[src/u8d_pkg.sv]
// ----------------------------------------------------------------------------
// u8d_pkg: shared types of the UTF-8 stream decoder
// One queue entry carries every result that a single input byte causes.
// ----------------------------------------------------------------------------
package u8d_pkg;

  localparam int unsigned MaxResults = 4;
  localparam int unsigned CpWidth    = 21;

  // Results of one input byte. Result k is raw_bytes[k] emitted as a single
  // byte, except that a completed sequence (dec set, cnt of one) emits the
  // decoded code point instead.
  typedef struct packed {
    logic [2:0]                       cnt;
    logic [MaxResults-1:0][7:0]       raw_bytes;
    logic                             dec;
    logic [CpWidth-1:0]               dec_cp;
    logic [2:0]                       dec_len;
    logic                             last_of_string;
  } entry_t;

endpackage

[src/u8d_front.sv]
// ----------------------------------------------------------------------------
// u8d_front: byte classifier and sequence tracker
// Holds a pending sequence and turns each byte with results into one entry.
// ----------------------------------------------------------------------------
module u8d_front (
  input  logic            clk,
  input  logic            rst,
  input  logic            in_valid,
  output logic            in_ready,
  input  logic [7:0]      data_byte,
  input  logic            end_of_string,
  output logic            push_valid,
  input  logic            push_ready,
  output u8d_pkg::entry_t push_entry
);
  import u8d_pkg::*;

  localparam logic [7:0] AsciiTop  = 8'h80;
  localparam logic [7:0] Lead2Lo   = 8'hC2;
  localparam logic [7:0] Lead2Hi   = 8'hDF;
  localparam logic [7:0] Lead3Lo   = 8'hE0;
  localparam logic [7:0] Lead3Hi   = 8'hEF;
  localparam logic [7:0] Lead4Lo   = 8'hF0;
  localparam logic [7:0] Lead4Hi   = 8'hF4;
  localparam logic [7:0] LeadE0Min = 8'hA0;
  localparam logic [7:0] LeadEdMax = 8'h9F;
  localparam logic [7:0] LeadEd    = 8'hED;
  localparam logic [7:0] LeadF0Min = 8'h90;
  localparam logic [7:0] LeadF4Max = 8'h8F;

  function automatic logic [2:0] lead_len(input logic [7:0] b);
    logic [2:0] l;
    l = 3'd0;
    if (b >= Lead2Lo && b <= Lead2Hi) l = 3'd2;
    else if (b >= Lead3Lo && b <= Lead3Hi) l = 3'd3;
    else if (b >= Lead4Lo && b <= Lead4Hi) l = 3'd4;
    return l;
  endfunction

  logic [7:0] held [3];
  logic [1:0] held_count;
  logic [2:0] expected_len;

  logic [1:0] held_count_next;
  logic [2:0] expected_len_next;
  logic       hold_wr;
  logic [1:0] hold_pos;
  logic [2:0] n_res;
  logic       is_dec;
  logic       cont_ok;
  logic       complete;
  logic       fresh_emit;
  logic [2:0] fresh_len;
  logic [CpWidth-1:0] dec_cp;
  logic       accept;

  assign in_ready = push_ready;
  assign accept   = in_valid && in_ready;

  assign fresh_len  = lead_len(data_byte);
  assign fresh_emit = (data_byte < AsciiTop) || (fresh_len == 3'd0) || end_of_string;
  assign complete   = ({1'b0, held_count} + 3'd1) == expected_len;

  always_comb begin
    cont_ok = (data_byte[7:6] == 2'b10);
    if (held_count == 2'd1) begin
      if (held[0] == Lead3Lo && data_byte < LeadE0Min) cont_ok = 1'b0;
      if (held[0] == LeadEd && data_byte > LeadEdMax) cont_ok = 1'b0;
      if (held[0] == Lead4Lo && data_byte < LeadF0Min) cont_ok = 1'b0;
      if (held[0] == Lead4Hi && data_byte > LeadF4Max) cont_ok = 1'b0;
    end
  end

  always_comb begin
    unique case (expected_len)
      3'd2:    dec_cp = {10'd0, held[0][4:0], data_byte[5:0]};
      3'd3:    dec_cp = {5'd0, held[0][3:0], held[1][5:0], data_byte[5:0]};
      default: dec_cp = {held[0][2:0], held[1][5:0], held[2][5:0], data_byte[5:0]};
    endcase
  end

  always_comb begin
    held_count_next   = held_count;
    expected_len_next = expected_len;
    hold_wr           = 1'b0;
    hold_pos          = 2'd0;
    n_res             = 3'd0;
    is_dec            = 1'b0;
    priority if (held_count == 2'd0) begin
      if (fresh_emit) begin
        n_res = 3'd1;
      end else begin
        hold_wr           = 1'b1;
        held_count_next   = 2'd1;
        expected_len_next = fresh_len;
      end
    end else if (cont_ok) begin
      if (complete) begin
        n_res             = 3'd1;
        is_dec            = 1'b1;
        held_count_next   = 2'd0;
        expected_len_next = 3'd0;
      end else if (end_of_string) begin
        n_res             = {1'b0, held_count} + 3'd1;
        held_count_next   = 2'd0;
        expected_len_next = 3'd0;
      end else begin
        hold_wr         = 1'b1;
        hold_pos        = held_count;
        held_count_next = held_count + 2'd1;
      end
    end else begin
      // Broken sequence: flush what is held, then treat the byte as new.
      if (fresh_emit) begin
        n_res             = {1'b0, held_count} + 3'd1;
        held_count_next   = 2'd0;
        expected_len_next = 3'd0;
      end else begin
        n_res             = {1'b0, held_count};
        hold_wr           = 1'b1;
        held_count_next   = 2'd1;
        expected_len_next = fresh_len;
      end
    end
  end

  always_comb begin
    push_entry.cnt            = n_res;
    push_entry.dec            = is_dec;
    push_entry.dec_cp         = dec_cp;
    push_entry.dec_len        = expected_len;
    push_entry.last_of_string = end_of_string;
    for (int i = 0; i < 3; i++) begin
      push_entry.raw_bytes[i] = (i < int'(held_count)) ? held[i] : data_byte;
    end
    push_entry.raw_bytes[3] = data_byte;
  end

  assign push_valid = accept && (n_res != 3'd0);

  always_ff @(posedge clk) begin
    if (rst) begin
      held_count   <= 2'd0;
      expected_len <= 3'd0;
    end else if (accept) begin
      held_count   <= held_count_next;
      expected_len <= expected_len_next;
    end
  end

  always_ff @(posedge clk) begin
    if (accept && hold_wr) begin
      held[hold_pos] <= data_byte;
    end
  end

endmodule

[src/u8d_fifo.sv]
// ----------------------------------------------------------------------------
// u8d_fifo: entry queue between classifier and emitter
// Four entries deep, so the classifier keeps taking bytes during flushes.
// ----------------------------------------------------------------------------
module u8d_fifo (
  input  logic            clk,
  input  logic            rst,
  input  logic            push_valid,
  output logic            push_ready,
  input  u8d_pkg::entry_t push_entry,
  output logic            head_valid,
  input  logic            pop,
  output u8d_pkg::entry_t head_entry
);
  import u8d_pkg::*;

  localparam int unsigned Depth = 4;
  localparam int unsigned PtrW  = $clog2(Depth);
  localparam int unsigned CntW  = PtrW + 1;

  entry_t          slots [Depth];
  logic [PtrW-1:0] wr_ptr;
  logic [PtrW-1:0] rd_ptr;
  logic [CntW-1:0] fill;
  logic            do_push;
  logic            do_pop;

  assign push_ready = (fill != CntW'(Depth));
  assign head_valid = (fill != '0);
  assign head_entry = slots[rd_ptr];
  assign do_push    = push_valid && push_ready;
  assign do_pop     = pop && head_valid;

  always_ff @(posedge clk) begin
    if (rst) begin
      wr_ptr <= '0;
      rd_ptr <= '0;
      fill   <= '0;
    end else begin
      if (do_push) wr_ptr <= wr_ptr + PtrW'(1);
      if (do_pop) rd_ptr <= rd_ptr + PtrW'(1);
      if (do_push && !do_pop) fill <= fill + CntW'(1);
      else if (do_pop && !do_push) fill <= fill - CntW'(1);
    end
  end

  always_ff @(posedge clk) begin
    if (do_push) begin
      slots[wr_ptr] <= push_entry;
    end
  end

endmodule

[src/u8d_back.sv]
// ----------------------------------------------------------------------------
// u8d_back: result emitter
// Walks the head entry one result per cycle while the output is not
// stalled, numbers code points and tracks string validity.
// ----------------------------------------------------------------------------
module u8d_back #(
  parameter int unsigned INDEX_BITS = 32
) (
  input  logic            clk,
  input  logic            rst,
  input  logic            head_valid,
  input  u8d_pkg::entry_t head_entry,
  output logic            pop,
  output logic            out_valid,
  input  logic            out_ready,
  output logic [20:0]     code_point,
  output logic [2:0]      seq_bytes,
  output logic            malformed,
  output logic [31:0]     cp_index,
  output logic            run_last,
  output logic            string_end,
  output logic            string_valid
);
  import u8d_pkg::*;

  logic [1:0]            pos;
  logic [INDEX_BITS-1:0] cp_counter;
  logic                  seen_malformed;
  logic                  load;
  logic                  item_last;
  logic                  item_dec;
  logic                  item_mal;
  logic [7:0]            item_byte;
  logic                  item_eos;

  assign load      = head_valid && (!out_valid || out_ready);
  assign item_last = ({1'b0, pos} == (head_entry.cnt - 3'd1));
  assign item_byte = head_entry.raw_bytes[pos];
  assign item_dec  = head_entry.dec && item_last;
  assign item_mal  = !item_dec && item_byte[7];
  assign item_eos  = item_last && head_entry.last_of_string;
  assign pop       = load && item_last;

  always_ff @(posedge clk) begin
    if (rst) begin
      out_valid      <= 1'b0;
      pos            <= 2'd0;
      cp_counter     <= '0;
      seen_malformed <= 1'b0;
    end else begin
      if (load) begin
        out_valid <= 1'b1;
      end else if (out_ready) begin
        out_valid <= 1'b0;
      end
      if (load) begin
        pos <= item_last ? 2'd0 : pos + 2'd1;
        if (item_eos) begin
          cp_counter     <= '0;
          seen_malformed <= 1'b0;
        end else begin
          if (cp_counter != '1) cp_counter <= cp_counter + INDEX_BITS'(1);
          seen_malformed <= seen_malformed | item_mal;
        end
      end
    end
  end

  always_ff @(posedge clk) begin
    if (load) begin
      code_point   <= item_dec ? head_entry.dec_cp : {13'd0, item_byte};
      seq_bytes    <= item_dec ? head_entry.dec_len : 3'd1;
      malformed    <= item_mal;
      cp_index     <= 32'(cp_counter);
      run_last     <= item_last;
      string_end   <= item_eos;
      string_valid <= item_eos && !(seen_malformed | item_mal);
    end
  end

endmodule

[src/utf8_lenient_stream_decoder.sv]
// ----------------------------------------------------------------------------
// utf8_lenient_stream_decoder: strict UTF-8 decoder for a byte stream
// Decodes code points, emits broken sequences as raw malformed bytes.
// ----------------------------------------------------------------------------
// Bytes arrive on the input channel with end_of_string marking the last byte
// of a string. Code points leave on the output channel with their running
// index (saturating at 2^INDEX_BITS-1, low 32 bits shown), the number of
// bytes they used, and run_last on the final result caused by a given input
// byte. A byte that only extends a pending sequence produces no result. A
// sequence that breaks, or that is cut short by the end of the string, is
// emitted byte by byte as raw, malformed results, after which the breaking
// byte is decoded afresh; one input byte can thus cause up to four results.
// The classifier front end accepts one byte per cycle while the queue has
// room and writes one queue entry per byte that produces results; the
// emitter back end sends one result per cycle while the output is not
// stalled. So the sustained rate is one byte per cycle when each byte causes
// at most one result and the output is not stalled, and a byte with n
// results holds the output until all n have gone out. The four-entry queue
// between the two lets the front keep accepting during such a flush until
// it fills; input ready drops only while it is full. The results of a byte
// are registered in a queue slot and then in the output register before
// they show on the output. On the final code point of a string, string_end
// is set and string_valid tells whether no byte of the string was malformed.
// ----------------------------------------------------------------------------
module utf8_lenient_stream_decoder #(
  parameter int unsigned INDEX_BITS = 32
) (
  input  logic        clk,
  input  logic        rst,
  input  logic        in_valid,
  output logic        in_ready,
  input  logic [7:0]  data_byte,
  input  logic        end_of_string,
  output logic        out_valid,
  input  logic        out_ready,
  output logic [20:0] code_point,
  output logic [2:0]  seq_bytes,
  output logic        malformed,
  output logic [31:0] cp_index,
  output logic        run_last,
  output logic        string_end,
  output logic        string_valid
);
  import u8d_pkg::*;

  logic   push_valid;
  logic   push_ready;
  entry_t push_entry;
  logic   head_valid;
  logic   pop;
  entry_t head_entry;

  // Front end: tracks the pending sequence and classifies each byte.
  u8d_front u_front (
    .clk           (clk),
    .rst           (rst),
    .in_valid      (in_valid),
    .in_ready      (in_ready),
    .data_byte     (data_byte),
    .end_of_string (end_of_string),
    .push_valid    (push_valid),
    .push_ready    (push_ready),
    .push_entry    (push_entry)
  );

  // Queue of per-byte result groups.
  u8d_fifo u_fifo (
    .clk        (clk),
    .rst        (rst),
    .push_valid (push_valid),
    .push_ready (push_ready),
    .push_entry (push_entry),
    .head_valid (head_valid),
    .pop        (pop),
    .head_entry (head_entry)
  );

  // Back end: one result per cycle into the output register unless stalled.
  u8d_back #(
    .INDEX_BITS (INDEX_BITS)
  ) u_back (
    .clk          (clk),
    .rst          (rst),
    .head_valid   (head_valid),
    .head_entry   (head_entry),
    .pop          (pop),
    .out_valid    (out_valid),
    .out_ready    (out_ready),
    .code_point   (code_point),
    .seq_bytes    (seq_bytes),
    .malformed    (malformed),
    .cp_index     (cp_index),
    .run_last     (run_last),
    .string_end   (string_end),
    .string_valid (string_valid)
  );

endmodule

[config.mk]
export PLATFORM = sky130hd
export DESIGN_NAME = utf8_lenient_stream_decoder
export DESIGN_NICKNAME = d
export VERILOG_FILES = /design/src/u8d_pkg.sv /design/src/u8d_front.sv /design/src/u8d_fifo.sv /design/src/u8d_back.sv /design/src/utf8_lenient_stream_decoder.sv
export SDC_FILE = /design/constraint.sdc
export NUM_CORES = 1
export LEC_CHECK = 0
export ABC_AREA = 0
export BUFFER_PORTS_ARGS = -buffer_cell sky130_fd_sc_hd__buf_4
export CORE_ASPECT_RATIO = 1.1
export CORE_MARGIN = 5
export CORE_UTILIZATION = 45
export DETAILED_ROUTE_END_ITERATION = 7
export SKIP_LAST_GASP = 1
export SLEW_MARGIN = 15
export SYNTH_ARGS = -nofsm -noshare
export SYNTH_HDL_FRONTEND = slang
export SYNTH_SLANG_ARGS = --single-unit
[constraint.sdc]
create_clock -name clk -period 6.1 [get_ports clk]
set_clock_uncertainty 0.2 [all_clocks]
set_input_delay 0.305 -clock clk [delete_from_list [all_inputs] [get_ports clk]]
set_output_delay 0.305 -clock clk [all_outputs]
set_load 0.01 [all_outputs]
==> impl_metrics.py <==
metrics = {
    "sta": {
        "fin_crit_sh": 0.685,
        "clock.fmax_mhz": 239,
        "worst_slew_pin_slew_ns": 1.04,
        "maxSlewViolCount": 0,
        "hold_viol_final": 0,
        "setup_viol": 0,
        "setup_tns_ns": 0,
        "finalCriticalPeriod_ns": 4.18,
        "maxSlewHeadroom": 0.309,
        "rsz0062_at_grt": "false",
    },
    "power_and_ir_drop": {
        "leakage_nw": 5.47,
        "power_density_mw_per_mm2": 437,
        "total_power_w": 0.00727,
        "irDropWorstVdd_uv": 241,
    },
    "synthesis": {
        "synth_compound_area_frac": 0.0402,
        "synth_edf_count": 304,
        "synth_area_leaders": "edfxtp_1 (64%), mux4_2 (8.9%), dfxtp_1 (7.1%), mux2_2 (2.4%), xnor2_1 (1.3%)",
        "syn_area_per_cell_sq_um": 16.7,
        "synth_mux_area_frac": 0.120,
        "yosys_warnings": 0,
        "synth_area_leader_cell": "edfxtp_1",
        "synth_top_family_by_area": "multiplexers",
        "ys_seq_area_frac": 0.715,
        "ys.flop_type": "edfxtp_1",
        "netlist_area_sq_mm": 0.0142,
        "post_synth_num_cell_types": 57,
        "synth-simple-area-share": 0.0795,
        "synth_top_area_share": 0.645,
        "syn_inst": 848,
        "yosys.area_share.xor_xnor": 0.0192,
        "synth-async-reset-ratio": 0,
        "yosys.area_share.adder": 0.0102,
        "syn_nets": 872,
        "synth-seq-cells": 354,
    },
    "placement": {
        "io_buffer_count": 74,
        "hpwl_um": 16700,
        "dp_cells": 1319,
        "gp_congestion": 0.777,
        "place_area_sq_mm": 0.0152,
    },
    "clock_network": {
        "cts_root_buffer": "clkbuf_16",
        "cts.clk_slew.worst_paths_ns": 0.06,
        "cts_buffers": 36,
        "cts_tree": "done",
        "post_cts_buffers": 0,
        "cts_buffer_depth": 3,
        "clock_sinks": 354,
        "cts_max_level": 2,
        "clock_latency_ns": 0.52,
    },
    "grt": {
        "overflow": 0,
        "grt_pass1_vias": 7457,
        "antenna_found_initial": 0,
        "grt_util_all_layers": 0.157,
        "grt_max_degree": 67,
        "grt_pass1_wl_um": 43000,
    },
    "worst_setup_path": {
        "worstSetupStartpointType": "flip-flop",
        "crit_fanout": 15,
        "crit_path_end_kind": "flip-flop",
        "path_class": "flip-flop to flip-flop",
        "worstPathRequired_ns": 6.33,
        "cp.arrival_ns": 4.41,
    },
    "floorplan": {
        "die_area_sq_mm": 0.0351,
        "die-width_um": 179,
        "start_util": 0.454,
        "rows": 68,
        "fp.dieH_um": 196,
        "core_region_area_sq_mm": 0.0312,
        "io_pins": 75,
    },
    "final_layout": {
        "final_cell_mix": "edfxtp_1 (304), buf_4 (86), mux4_2 (56), nand2_1 (48), dfxtp_1 (48)",
        "nets": 973,
        "syn2layout_area_growth_pct": 17.5,
        "stdcell_count": 1397,
        "fin_area_sq_mm": 0.0166,
        "antenna_cells": 0,
        "drive_gt1_frac": 0.254,
        "final_core_util": 0.533,
        "final_common_cell": "edfxtp_1",
    },
    "routing": {
        "first_pass_iters": 4,
        "drc": 0,
        "vias": 7400,
        "totalWireLength_um": 27400,
        "drt_iter0_drc": 483,
        "viasPerCell": 5.30,
        "wire_per_inst_um": 19.6,
        "ant_nets": 0,
    },
    "worst_hold_path": {
        "hold_path.class": "input pin to flip-flop",
    },
    "outcome": {
        "status": "finished clean",
    },
    "run": {
        "maxCapViolCount": 0,
    },
}
==> logic make-up (layout without fill, tap and decap cells) <==
logic type / after synthesis / in the layout
adder cells (fa/ha/maj): 11 / 11
multiplexers: 96 / 96
buffers and inverters: 56 / 185
AND/OR/NAND/NOR: 213 / 213
flip-flops: 354 / 354
XOR/XNOR: 31 / 31
AO/OA/AOI/OAI: 87 / 87
==> power by group <==
| group | switching, W | internal [W] | total, W |
|---|---|---|---|
| registers | 0.000164 | 0.00311 | 0.00328 |
| clock network | 0.000893 | 0.00148 | 0.00237 |
| logic | 0.000889 | 0.000739 | 0.00163 |
==> worst max-delay path, stage by stage (launching register included) <==
cell and delay [ns]:
dfxtp_1 0.73, ha_1 0.65, xnor2_1 0.12, nand3_1 0.16
and2_1 0.15, o21a_1 0.14, a22oi_1 0.10, o32ai_2 0.48
ha_1 0.27, inv_1 0.07, fa_1 0.43, xor2_1 0.15
or3_1 0.31, a21oi_1 0.14
==> metal layers <==
| metal | routed length (um) | vias to the layer above | part of all wire | track usage |
|---|---|---|---|---|
| met2 | 13200 | 169 | 0.48 | 0.255 |
| met3 | 1460 | 36 | 0.053 | 0.0266 |
| li1 | - | 3497 | - | - |
| met4 | 464 | 0 | 0.017 | 0.0375 |
| met1 | 12300 | 3698 | 0.45 | 0.225 |
| met5 | 0 | - | 0 | 0 |
==> final timing paths <==
check	startpoint	end	slack, ns	cells past startpoint
setup reg to reg	u_front.held_count[1]	u_fifo.fill[2]	1.92	13
hold reg to reg	u_back.seen_malformed	u_back.seen_malformed	0.28	2
setup / recovery	u_front.held_count[1]	u_fifo.fill[2]	1.92	13
hold / removal	in_valid	u_front.expected_len[2]	0.14	4
==> repair_timing <==
action                                  CTS  global route
endpoints found under the hold margin    74             0
resized for setup                         0             0
endpoints found under the setup margin    0             0
hold buffers                             12             0
==> Yosys cell counts (2+ instances only) <==
master and n:
a21o_1 3, a21oi_1 26, a22oi_1 2, and2_1 28
and3_1 2, and4_1 3, buf_1 5, buf_2 8
clkbuf_1 22, dfxtp_1 50, edfxtp_1 304, ha_1 10
inv_1 21, mux2_2 30, mux2i_1 9, mux4_2 56
nand2_1 48, nand2b_1 13, nand3_1 12, nand4_1 7
nor2_1 47, nor2b_1 2, nor3_1 12, nor3b_1 3
nor4_1 10, nor4b_1 2, o211ai_1 3, o21a_1 3
o21ai_0 25, o22ai_1 7, o31ai_1 6, o31ai_2 2
or2_2 2, or3_1 13, xnor2_1 21, xor2_1 10
==> cell type report <==
| type | count | area, sq um |
|---|---|---|
| fill | 2523 | 14600 |
| sequential | 354 | 10100 |
| multi-input combinational | 438 | 3830 |
| clock buffer | 46 | 1010 |
| timing repair buffer | 98 | 766 |
| tap | 420 | 526 |
| clock inverter | 20 | 298 |
| inverter | 21 | 78.8 |
==> through the flow <==
step                      hold slack [ns]  worst slack (ns)
final                               0.142              1.92
after global routing                0.146              1.71
after CTS                           0.128              1.90
after detailed placement            0.260              1.92
after global placement              0.249              2.02
after floorplan                     0.204              1.72
==> flip-flops by register name, summed over array words and instances (netlist names), named ones only <==
signal	cells
u_back.cp_counter	32
u_back.out_valid	1
u_fifo.slots	220
u_back.cp_index	32
u_back.string_end	1
u_front.held	24
u_back.string_valid	1
u_fifo.rd_ptr	2
u_back.code_point	21
u_back.malformed	1
u_fifo.wr_ptr	2
u_fifo.fill	3
u_back.seq_bytes	3
u_front.expected_len	3
u_back.pos	2
u_back.seen_malformed	1
u_front.held_count	2
u_back.run_last	1
Note: power is estimated with default switching activity, not from simulation.
